## src/hdl/edd_pkg.sv

```systemverilog
package edd_pkg;

  localparam int OUT_W = 7;
  localparam logic [OUT_W-1:0] DIST_MAX = 7'd127;

  localparam logic [1:0] OP_FIRST   = 2'd0;
  localparam logic [1:0] OP_SECOND  = 2'd1;
  localparam logic [1:0] OP_COMPUTE = 2'd2;

  typedef struct packed {
    logic load_first;
    logic load_second;
    logic begin_sweep;
    logic finish_empty;
    logic fetch;
    logic cost_step;
  } edd_cmd_t;

  typedef struct packed {
    logic empty;
    logic row_end;
    logic last_row;
  } edd_status_t;

endpackage

```

## src/hdl/levenshtein_edit_distance.sv

```systemverilog
// Levenshtein distance engine. Each string is loaded one symbol per
// transaction (op 0 or 1), and busy stays low during an append. A compute
// transaction (op 2) with strings of lengths M and N, both non-zero, holds
// busy high while the cost-row memory sweeps one table cell per cycle
// within a row, with a fetch step before each row for the row's symbol.
// The result strobe, out_valid, is high for one cycle, the first cycle in
// which busy is low again; the receiver cannot stall it, so it must take
// the result then. If either string is empty the result appears in the
// cycle after the compute transaction. Symbols appended beyond MAX_LEN are
// dropped and flagged on out_overflow. Distances above 127 read as 127.
module levenshtein_edit_distance
  import edd_pkg::*;
#(
  parameter int MAX_LEN = 64
) (
  input  logic             clk,
  input  logic             rst_n,
  input  logic             start,
  output logic             busy,
  input  logic [1:0]       in_op,
  input  logic [7:0]       in_symbol,
  output logic             out_valid,
  output logic [OUT_W-1:0] out_distance,
  output logic             out_overflow
);

  edd_cmd_t    cmd;
  edd_status_t status;

  edd_ctrl u_ctrl (
    .clk    (clk),
    .rst_n  (rst_n),
    .start  (start),
    .op     (in_op),
    .status (status),
    .cmd    (cmd),
    .busy   (busy)
  );

  edd_datapath #(.MAX_LEN(MAX_LEN)) u_datapath (
    .clk          (clk),
    .rst_n        (rst_n),
    .cmd          (cmd),
    .symbol       (in_symbol),
    .status       (status),
    .out_valid    (out_valid),
    .out_distance (out_distance),
    .out_overflow (out_overflow)
  );

endmodule

```

## src/hdl/edd_ram.sv

```systemverilog
module edd_ram #(
  parameter int WIDTH  = 8,
  parameter int DEPTH  = 64,
  parameter int ADDR_W = (DEPTH > 1) ? $clog2(DEPTH) : 1
) (
  input  logic              clk,
  input  logic              wr_en,
  input  logic [ADDR_W-1:0] wr_addr,
  input  logic [WIDTH-1:0]  wr_data,
  input  logic              rd_en,
  input  logic [ADDR_W-1:0] rd_addr,
  output logic [WIDTH-1:0]  rd_data
);

  logic [WIDTH-1:0] mem [DEPTH];
  logic [WIDTH-1:0] rd_data_r;

  always_ff @(posedge clk) begin
    if (wr_en) begin
      mem[wr_addr] <= wr_data;
    end
    if (rd_en) begin
      rd_data_r <= mem[rd_addr];
    end
  end

  assign rd_data = rd_data_r;

endmodule

```

## src/hdl/edd_ctrl.sv

```systemverilog
module edd_ctrl
  import edd_pkg::*;
(
  input  logic        clk,
  input  logic        rst_n,
  input  logic        start,
  input  logic [1:0]  op,
  input  edd_status_t status,
  output edd_cmd_t    cmd,
  output logic        busy
);

  localparam logic [1:0] S_IDLE  = 2'd0;
  localparam logic [1:0] S_FETCH = 2'd1;
  localparam logic [1:0] S_RUN   = 2'd2;

  logic [1:0] state_r;
  logic [1:0] state_nxt;

  always_comb begin
    state_nxt = state_r;
    cmd       = '0;
    unique case (state_r)
      S_IDLE: begin
        if (start) begin
          unique case (op)
            OP_FIRST:  cmd.load_first  = 1'b1;
            OP_SECOND: cmd.load_second = 1'b1;
            OP_COMPUTE: begin
              cmd.begin_sweep = 1'b1;
              if (status.empty) begin
                cmd.finish_empty = 1'b1;
              end else begin
                state_nxt = S_FETCH;
              end
            end
            default: ;
          endcase
        end
      end
      S_FETCH: begin
        cmd.fetch = 1'b1;
        state_nxt = S_RUN;
      end
      S_RUN: begin
        cmd.cost_step = 1'b1;
        if (status.row_end) begin
          state_nxt = status.last_row ? S_IDLE : S_FETCH;
        end
      end
      default: state_nxt = S_IDLE;
    endcase
  end

  always_ff @(posedge clk) begin
    if (!rst_n) begin
      state_r <= S_IDLE;
    end else begin
      state_r <= state_nxt;
    end
  end

  assign busy = (state_r != S_IDLE);

endmodule

```

## src/hdl/edd_datapath.sv

```systemverilog
module edd_datapath
  import edd_pkg::*;
#(
  parameter int MAX_LEN = 64
) (
  input  logic             clk,
  input  logic             rst_n,
  input  edd_cmd_t         cmd,
  input  logic [7:0]       symbol,
  output edd_status_t      status,
  output logic             out_valid,
  output logic [OUT_W-1:0] out_distance,
  output logic             out_overflow
);

  localparam int CNTW = $clog2(MAX_LEN + 1);
  localparam int AW   = (MAX_LEN > 1) ? $clog2(MAX_LEN) : 1;
  localparam int XW   = (CNTW > OUT_W) ? CNTW : OUT_W;

  logic [CNTW-1:0]  first_count_r, second_count_r;
  logic             overflow_r;
  logic [CNTW-1:0]  row_r, col_r;
  logic [CNTW-1:0]  corner_r, left_r;
  logic             first_row_r;
  logic             out_valid_r;
  logic [OUT_W-1:0] out_distance_r;
  logic             out_overflow_r;

  logic             first_full, second_full;
  logic             first_wr, second_wr;
  logic             second_rd;
  logic [AW-1:0]    second_rd_addr;
  logic             cost_rd;
  logic [CNTW-1:0]  cost_rd_addr;
  logic [7:0]       first_sym, second_sym;
  logic [CNTW-1:0]  cost_above_mem;
  logic [CNTW-1:0]  above;
  logic [CNTW:0]    via_above, via_left, via_change, best_ab, best;
  logic [CNTW-1:0]  cell_cost;
  logic [CNTW-1:0]  empty_dist;
  logic [CNTW-1:0]  final_dist;
  logic [XW-1:0]    final_wide;
  logic             sweep_done;
  logic             finish;

  assign first_full  = (first_count_r == CNTW'(MAX_LEN));
  assign second_full = (second_count_r == CNTW'(MAX_LEN));
  assign first_wr    = cmd.load_first && !first_full;
  assign second_wr   = cmd.load_second && !second_full;

  assign status.empty    = (first_count_r == '0) || (second_count_r == '0);
  assign status.row_end  = (col_r == second_count_r);
  assign status.last_row = (row_r == first_count_r);

  // Reads for the next cell are issued while the current cell is computed,
  // so one cell completes every cycle within a row.
  assign second_rd      = cmd.fetch || (cmd.cost_step && !status.row_end);
  assign second_rd_addr = cmd.fetch ? '0 : col_r[AW-1:0];
  assign cost_rd        = second_rd;
  assign cost_rd_addr   = cmd.fetch ? CNTW'(1) : CNTW'(col_r + CNTW'(1));

  edd_ram #(.WIDTH(8), .DEPTH(MAX_LEN)) u_first_text (
    .clk     (clk),
    .wr_en   (first_wr),
    .wr_addr (first_count_r[AW-1:0]),
    .wr_data (symbol),
    .rd_en   (cmd.fetch),
    .rd_addr (AW'(row_r - CNTW'(1))),
    .rd_data (first_sym)
  );

  edd_ram #(.WIDTH(8), .DEPTH(MAX_LEN)) u_second_text (
    .clk     (clk),
    .wr_en   (second_wr),
    .wr_addr (second_count_r[AW-1:0]),
    .wr_data (symbol),
    .rd_en   (second_rd),
    .rd_addr (second_rd_addr),
    .rd_data (second_sym)
  );

  edd_ram #(.WIDTH(CNTW), .DEPTH(MAX_LEN + 1)) u_cost_row (
    .clk     (clk),
    .wr_en   (cmd.cost_step),
    .wr_addr (col_r),
    .wr_data (cell_cost),
    .rd_en   (cost_rd),
    .rd_addr (cost_rd_addr),
    .rd_data (cost_above_mem)
  );

  // The top row of the table is simply the column index, so it is never
  // stored and the first sweep row takes it directly.
  assign above      = first_row_r ? col_r : cost_above_mem;
  assign via_above  = {1'b0, above} + (CNTW+1)'(1);
  assign via_left   = {1'b0, left_r} + (CNTW+1)'(1);
  assign via_change = {1'b0, corner_r} + {{CNTW{1'b0}}, (first_sym != second_sym)};
  assign best_ab    = (via_above < via_left) ? via_above : via_left;
  assign best       = (best_ab < via_change) ? best_ab : via_change;
  assign cell_cost  = best[CNTW-1:0];

  assign sweep_done = cmd.cost_step && status.row_end && status.last_row;
  assign finish     = cmd.finish_empty || sweep_done;
  assign empty_dist = (first_count_r == '0) ? second_count_r : first_count_r;
  assign final_dist = cmd.finish_empty ? empty_dist : cell_cost;
  assign final_wide = XW'(final_dist);

  always_ff @(posedge clk) begin
    if (!rst_n) begin
      first_count_r  <= '0;
      second_count_r <= '0;
      overflow_r     <= 1'b0;
      out_valid_r    <= 1'b0;
    end else begin
      out_valid_r <= finish;
      if (finish) begin
        first_count_r  <= '0;
        second_count_r <= '0;
        overflow_r     <= 1'b0;
      end else begin
        if (first_wr) begin
          first_count_r <= first_count_r + CNTW'(1);
        end
        if (second_wr) begin
          second_count_r <= second_count_r + CNTW'(1);
        end
        if ((cmd.load_first && first_full) || (cmd.load_second && second_full)) begin
          overflow_r <= 1'b1;
        end
      end
    end
  end

  always_ff @(posedge clk) begin
    if (cmd.begin_sweep) begin
      row_r       <= CNTW'(1);
      first_row_r <= 1'b1;
    end
    if (cmd.fetch) begin
      col_r    <= CNTW'(1);
      corner_r <= row_r - CNTW'(1);
      left_r   <= row_r;
    end
    if (cmd.cost_step) begin
      col_r    <= col_r + CNTW'(1);
      corner_r <= above;
      left_r   <= cell_cost;
      if (status.row_end) begin
        row_r       <= row_r + CNTW'(1);
        first_row_r <= 1'b0;
      end
    end
    if (finish) begin
      out_distance_r <= (final_wide > XW'(DIST_MAX)) ? DIST_MAX : final_wide[OUT_W-1:0];
      out_overflow_r <= overflow_r;
    end
  end

  assign out_valid    = out_valid_r;
  assign out_distance = out_distance_r;
  assign out_overflow = out_overflow_r;

endmodule

```

## config.mk

```make
export PLATFORM = sky130hd
export DESIGN_NAME = levenshtein_edit_distance
export DESIGN_NICKNAME = d
export VERILOG_FILES = /design/src/hdl/edd_pkg.sv /design/src/hdl/levenshtein_edit_distance.sv /design/src/hdl/edd_ram.sv /design/src/hdl/edd_ctrl.sv /design/src/hdl/edd_datapath.sv
export SDC_FILE = /design/constraint.sdc
export NUM_CORES = 2
export LEC_CHECK = 0
export BUFFER_PORTS_ARGS = -buffer_cell sky130_fd_sc_hd__buf_2
export CORE_MARGIN = 2
export CORE_UTILIZATION = 45
export CTS_CLUSTER_DIAMETER = 30
export DETAILED_ROUTE_END_ITERATION = 6
export SYNTH_ARGS = -nofsm -noshare
export SYNTH_HDL_FRONTEND = slang
export SYNTH_SLANG_ARGS = --single-unit
```

## constraint.sdc

```tcl
create_clock -name clk -period 6.6 [get_ports clk]
set_clock_uncertainty 0.05 [all_clocks]
set_input_delay 1.32 -clock clk [delete_from_list [all_inputs] [get_ports clk]]
set_output_delay 1.32 -clock clk [all_outputs]
set_load 0.005 [all_outputs]
```

Word level (Yosys, flattened, before mapping)
Memories as Yosys holds them, arrays and structs flattened. A register that Yosys moved wholly into a read port is not among the register bits.
Index checks and enable logic that the tools add are counted.
{ "totals": {"ramBits": 1479, "regBits": 55, "input_bits": 13, "memories": 3, "out_inout_bits": 10, "word_cells": 101} }
{ "mem_list": {"columns": ["memory", "depth", "word_bits", "rd", "rd_ports_with_merged_regs", "wr", "line", "source"], "rows": [
  ["u_datapath.u_first_text.mem", 64, 8, 1, 1, 1, "edd_ram.sv:15", "logic [WIDTH-1:0] mem [DEPTH];"],
  ["u_datapath.u_second_text.mem", 64, 8, 1, 1, 1, "edd_ram.sv:15", null],
  ["u_datapath.u_cost_row.mem", 65, 7, 1, 1, 1, "edd_ram.sv:15", null]
]} }
{ "classes": {"n_reduce_logical": 22, "magnitude_cmp": 3, "eq_ne": 13, "bitwise": 1, "mux": 39, "add_sub_neg": 8} }
{ "op_table": {"columns": ["cell", "n"], "rows": [
  ["$mux W7", 14],
  ["$add A7 B1 Y7 const B", 4],
  ["$add A7 B1 Y8 const B", 2],
  ["$lt A8 B8 Y1", 2],
  ["$mux W1", 15],
  ["$eq A7 B7 Y1", 2],
  ["$eq A7 B7 Y1 const B", 2],
  ["$logic_not A7 Y1", 2],
  ["$mux W2", 5],
  ["$add A7 B1 Y8", 1],
  ["$mux W4", 2],
  ["$mux W8", 1],
  ["$ne A8 B8 Y1", 1],
  ["$gt A7 B7 Y1 const B", 1],
  ["$logic_and A1 B1 Y1", 7],
  ["$sub A7 B1 Y7 const B", 1],
  ["$mux W6", 1],
  ["$ne A2 B2 Y1 const B", 3],
  ["$pmux W2 S3", 1],
  ["$eq A2 B1 Y1 const B", 2],
  ["$eq A2 B2 Y1 const B", 2],
  ["$logic_not A2 Y1", 2],
  ["$logic_or A1 B1 Y1", 4],
  ["$reduce_and A4 Y1", 1],
  ["other kinds (5)", 8]
]} }

Depth between registers and ports, before layout
{ "depth": {"depth_word": 9, "ltp_mapped": 22} }

Cells and area by module
From an unflattened synthesis, not the netlist that was laid out.
{ "hier_totals": {"cells_unflattened": 3165, "hier_area_um2": 62683.9} }
{ "modules_own_cells": {"columns": ["mod", "cells_per_inst", "area_per_inst_um2", "instances", "seq_area_each_um2"], "rows": [
  ["edd_ram at u_datapath.u_first_text ...", 940, 20246.9, 2, 15615.0],
  ["edd_ram at u_datapath.u_cost_row", 818, 18044.8, 1, 13873.3],
  ["edd_datapath", 450, 3971.3, 1, 1351.3],
  ["edd_ctrl", 17, 173.9, 1, 40.0]
]} }

Worst setup path before layout
Ideal clock, no wire load.
{ "synth_path": {"path_kind": "register to register", "from": "register u_datapath.col_r[0]", "to": "memory u_datapath.u_cost_row.mem[0][1] in the netlist's numbering, data pin", "path_buffers": 6, "setup_slack_ns": 0.106, "setup_time_ns": 0.580, "required_ns": 5.970, "t_arrival_ns": 5.864, "synth_period_minus_slack_ns": 6.494, "stages_incl_launch_ff": 20, "path_cell_list": "edfxtp_1 > buf_2 > buf_2 > buf_2 > buf_2 > buf_1 > nand4_1 > a21oi_1 > ha_1 > a21oi_1 > o21ai_0 > nor2b_1 > buf_6 > mux2_2 > ha_1 > a21o_1 > a21o_1 > a211oi_1 > o211ai_4 > mux2i_1"} }
{ "synth_via": {"elab_chain_cells": 6} }
{ "synth_lines": {"columns": ["item", "line", "source"], "rows": [
  ["start, declared", "edd_datapath.sv:22", "logic [CNTW-1:0] row_r, col_r;"],
  ["start signal, assigned", "edd_datapath.sv:145", "col_r <= col_r + CNTW'(1);"],
  ["$mux W7 *", "edd_datapath.sv:94", "assign above = first_row_r ? col_r : cost_above_mem;"],
  ["$add A7 B1 Y8 *", "edd_datapath.sv:95", "assign via_above = {1'b0, above} + (CNTW+1)'(1);"],
  ["$lt A8 B8 Y1", "edd_datapath.sv:98", "assign best_ab = (via_above < via_left) ? via_above : via_left;"],
  ["$mux W8 *", "edd_datapath.sv:98", null],
  ["$lt A8 B8 Y1", "edd_datapath.sv:99", "assign best = (best_ab < via_change) ? best_ab : via_change;"],
  ["$mux W7 *", "edd_datapath.sv:99", null],
  ["via u_datapath.best[1]", "edd_datapath.sv:38", "logic [CNTW:0] via_above, via_left, via_change, best_ab, best;"],
  ["end, declared", "edd_ram.sv:15", null]
]} }
Mark *: on every way through the listed nets, which the timed path passes. The rest lies on a longest branch.

Final worst setup path
{ "layout_path": {"from": "register u_datapath.col_r[0]", "to": "memory u_datapath.u_cost_row.mem[2][1] in the netlist's numbering, data pin"} }
Same word-level chain as after synthesis.

==> flow_summary.toml <==
[status]
outcome = "finished, final reports clean"

[grt]
grt_usage_pct = 21.89
overflow = 0
first_global_vias = 34146
grt_pass1_wl_mm = 228.7
antenna_found_initial = 1
grt_max_degree = 149

[logic_synthesis]
yosysSeqAreaShare_pct = 73.92
yosys_most_used_dff = "edfxtp_1"
netlist_instances = 3515
synth_common_cells = "edfxtp_1 (1531), mux4_2 (290), nor2_1 (262)"
synth.top_cell.area_share_pct = 73.09
yosysTopAreaCell = "edfxtp_1"
yosys-top-cells-area = "edfxtp_1 (73%), mux4_2 (10%), a211oi_1 (1.6%), mux2i_1 (1.6%), nor2_1 (1.6%)"
netlist_area_mm2 = 0.06290
syn_area_per_cell_um2 = 17.89
synth_cell_types = 78
async_flop_share_pct = 0
syn_nets = 3556
synth_edf_count = 1531
ys_ff_latch = 1557
yosys_warnings = 0
yosysMostFrequentCell = "edfxtp_1"

[placed_design]
dp_slack_ns = 0.2196
routabilityCongestion = 0.8634
numPortBuffers = 22
place.detailed.hpwl_mm = 91.74

[worst_hold_path]
hold_path_class = "reg -> reg"

[clock_network]
cts_tree = "done"
clock_latency_ns = 0.90
cts_buffers = 320
htree_num_levels = 5
cts_root_buf = "clkbuf_16"
post_cts_buffers = 0
cts.clk_slew.worst_paths_ns = 0.05
cts.sinks = 1557
clockBufferDepth = 4

[timing]
hold_violations = 0
finalSetupViolations = 0
max_slew_margin_pct = 15.48
drv_slew = 0
min_period_ns = 6.218
worst_pin_slew_ns = 1.258
finalWorstSetupSlack_ns = 0.3818
post-route-period-util_pct = 94.22
timing.fmax_mhz = 160.8
rsz0062_at_grt = "false"
tns_ns = 0

[power_and_ir_drop]
power.leakage_nw = 24.63
pwr_density_cell_mw_per_mm2 = 357.7
ir_drop_v = 0.0002739

[drt]
vias = 33980
vias_per_cell = 5.832
ant_nets = 0
drc_errors = 0
drt_wl_total_mm = 155.9
drt_iter0_drc = 3425
avgRoutedWirePerCell_um = 26.76
first_pass_iters = 6

[die]
die_h_um = 377.9
die_area_mm2 = 0.1428
pin_count = 23
core_mm2 = 0.1392
rows = 137
fp.dieW_um = 377.9
start_util_pct = 45.19

[setup_path]
critPathMaxFanout = 49
crit_type = "reg -> reg"
critPathLaunchType = "register"
cp.required_ns = 7.16
arrival_ns = 6.77
endpoint_kind = "register"

[final_layout]
drive_gt1_share_pct = 23.34
num_antenna_cells = 0
final_core_util_pct = 54.12
nNetsFinal = 3750
syn2layout_area_growth_pct = 19.76

[flow_run]
drv_cap = 0
-- per-layer routing --
layer | GRT usage, % | wire length [µm] | up-vias
met5 | 0 | 0 | -
met4 | 6.367 | 3579 | 0
met3 | 4.548 | 11300 | 270
met2 | 34.44 | 74740 | 1377
met1 | 30.98 | 66320 | 17666
li1 | - | - | 14667
-- final timing paths --
kind	start	to	slack [ns]	cells after the start
max reg2reg	u_datapath.col_r[0]	u_datapath.u_cost_row.mem[2][1]	0.38	19
max	u_datapath.col_r[0]	u_datapath.u_cost_row.mem[2][1]	0.38	19
min	u_datapath.overflow_r	u_datapath.out_overflow	0.44	0
min reg2reg	u_datapath.overflow_r	u_datapath.out_overflow	0.44	0
-- where the power goes --
part	switching, mW	total, mW	internal, mW
logic	0.589	0.818	0.229
registers	0.0135	11.0	11.0
clock network	5.02	15.1	10.1
total	5.63	26.9	21.3
-- metrics by stage --
stage          cells  hold slack (ns)  area (µm²)  total power, mW
2_1_floorplan   3515           0.3588       62900            11.60
3_3_place_gp    5263           0.4367       65110            11.96
3_5_place_dp    5263           0.4219       65110            11.97
4_1_cts         5826           0.4488       75310            27.09
5_1_grt         5826           0.4667       75320            27.67
6_report        5826           0.4378       75320            26.94
-- final cells by class --
class | instances | area, µm²
clock buffers | 373 | 8344
clock inverters | 190 | 1858
fillers | 10886 | 63870
inverters | 45 | 173.9
multi-input cells | 1693 | 15370
flip-flops and latches | 1557 | 46500
well taps | 1876 | 2347
repair buffers | 92 | 730.7
-- critical path, stage by stage, from the launching register on --
cell	delay [ns]
edfxtp_1	0.47
mux2i_1	0.45
inv_1	0.16
ha_1	0.28
o21ai_0	0.15
a21oi_1	0.10
xor2_1	0.21
inv_1	0.08
ha_1	0.28
nand2_1	0.09
o21ai_0	0.13
nor2b_2	0.52
mux2_2	0.42
ha_1	0.30
a21o_1	0.18
a21o_1	0.17
a211oi_1	0.41
o211ai_4	0.24
mux2i_4	0.69
buf_4	0.54
-- cells by family after synthesis --
kind of cell | after synthesis | synth area share, %
compound gates | 476 | 5.306
buf+inv | 265 | 1.828
simple gates | 723 | 5.222
flops | 1557 | 73.92
fa+ha+maj | 29 | 0.5729
mux | 407 | 12.28
xor+xnor | 58 | 0.8673
-- state kept, by name, summed over array words and instances (netlist names) --
signal	cells
u_ctrl.state_r	2
u_datapath.col_r	7
u_datapath.corner_r	7
u_datapath.first_count_r	7
u_datapath.first_row_r	1
u_datapath.left_r	7
u_datapath.out_distance	7
u_datapath.out_overflow	1
u_datapath.out_valid	1
u_datapath.overflow_r	1
u_datapath.row_r	7
u_datapath.second_count_r	7
u_datapath.u_cost_row.mem	455
u_datapath.u_cost_row.rd_data	7
u_datapath.u_first_text.mem	512
u_datapath.u_first_text.rd_data	8
u_datapath.u_second_text.mem	512
u_datapath.u_second_text.rd_data	8
-- repair_timing --
| item | in CTS | in global routing |
|---|---|---|
| endpoints found under the setup margin | 0 | 372 |
| resized for setup | 0 | 5 |
| hold buffers | 0 | 0 |
-- layout by cell type, fill, tap and decap left out, types with 9 or more instances in the layout --
| cell type | Yosys | routed |
|---|---|---|
| buf_2 | 94 | 14 |
| buf_4 | 6 | 72 |
| a311oi_1 | 27 | 27 |
| o22ai_1 | 55 | 55 |
| bufinv_16 | 0 | 29 |
| clkbuf_16 | 0 | 326 |
| clkinv_2 | 0 | 55 |
| nor2_1 | 262 | 261 |
| mux2i_1 | 99 | 97 |
| xor2_1 | 35 | 35 |
| a211oi_1 | 136 | 136 |
| o21ai_0 | 42 | 42 |
| ha_1 | 28 | 26 |
| inv_1 | 44 | 40 |
| nor2b_1 | 65 | 60 |
| nand2_1 | 226 | 225 |
| clkinvlp_4 | 0 | 23 |
| nor3_1 | 13 | 13 |
| a21oi_1 | 74 | 74 |
| dfxtp_1 | 26 | 25 |
| nand4_1 | 20 | 20 |
| clkinv_4 | 0 | 18 |
| mux2_2 | 18 | 18 |
| mux4_2 | 290 | 290 |
| nand3_1 | 59 | 59 |
| and2_1 | 10 | 9 |
| a31oi_1 | 38 | 38 |
| inv_6 | 0 | 22 |
| edfxtp_1 | 1531 | 1531 |
| clkbuf_1 | 92 | 46 |
| xnor2_1 | 21 | 17 |
| and3_1 | 10 | 10 |
| clkinv_1 | 0 | 40 |
| o221ai_1 | 12 | 12 |
(Power assumes the default switching activity.)
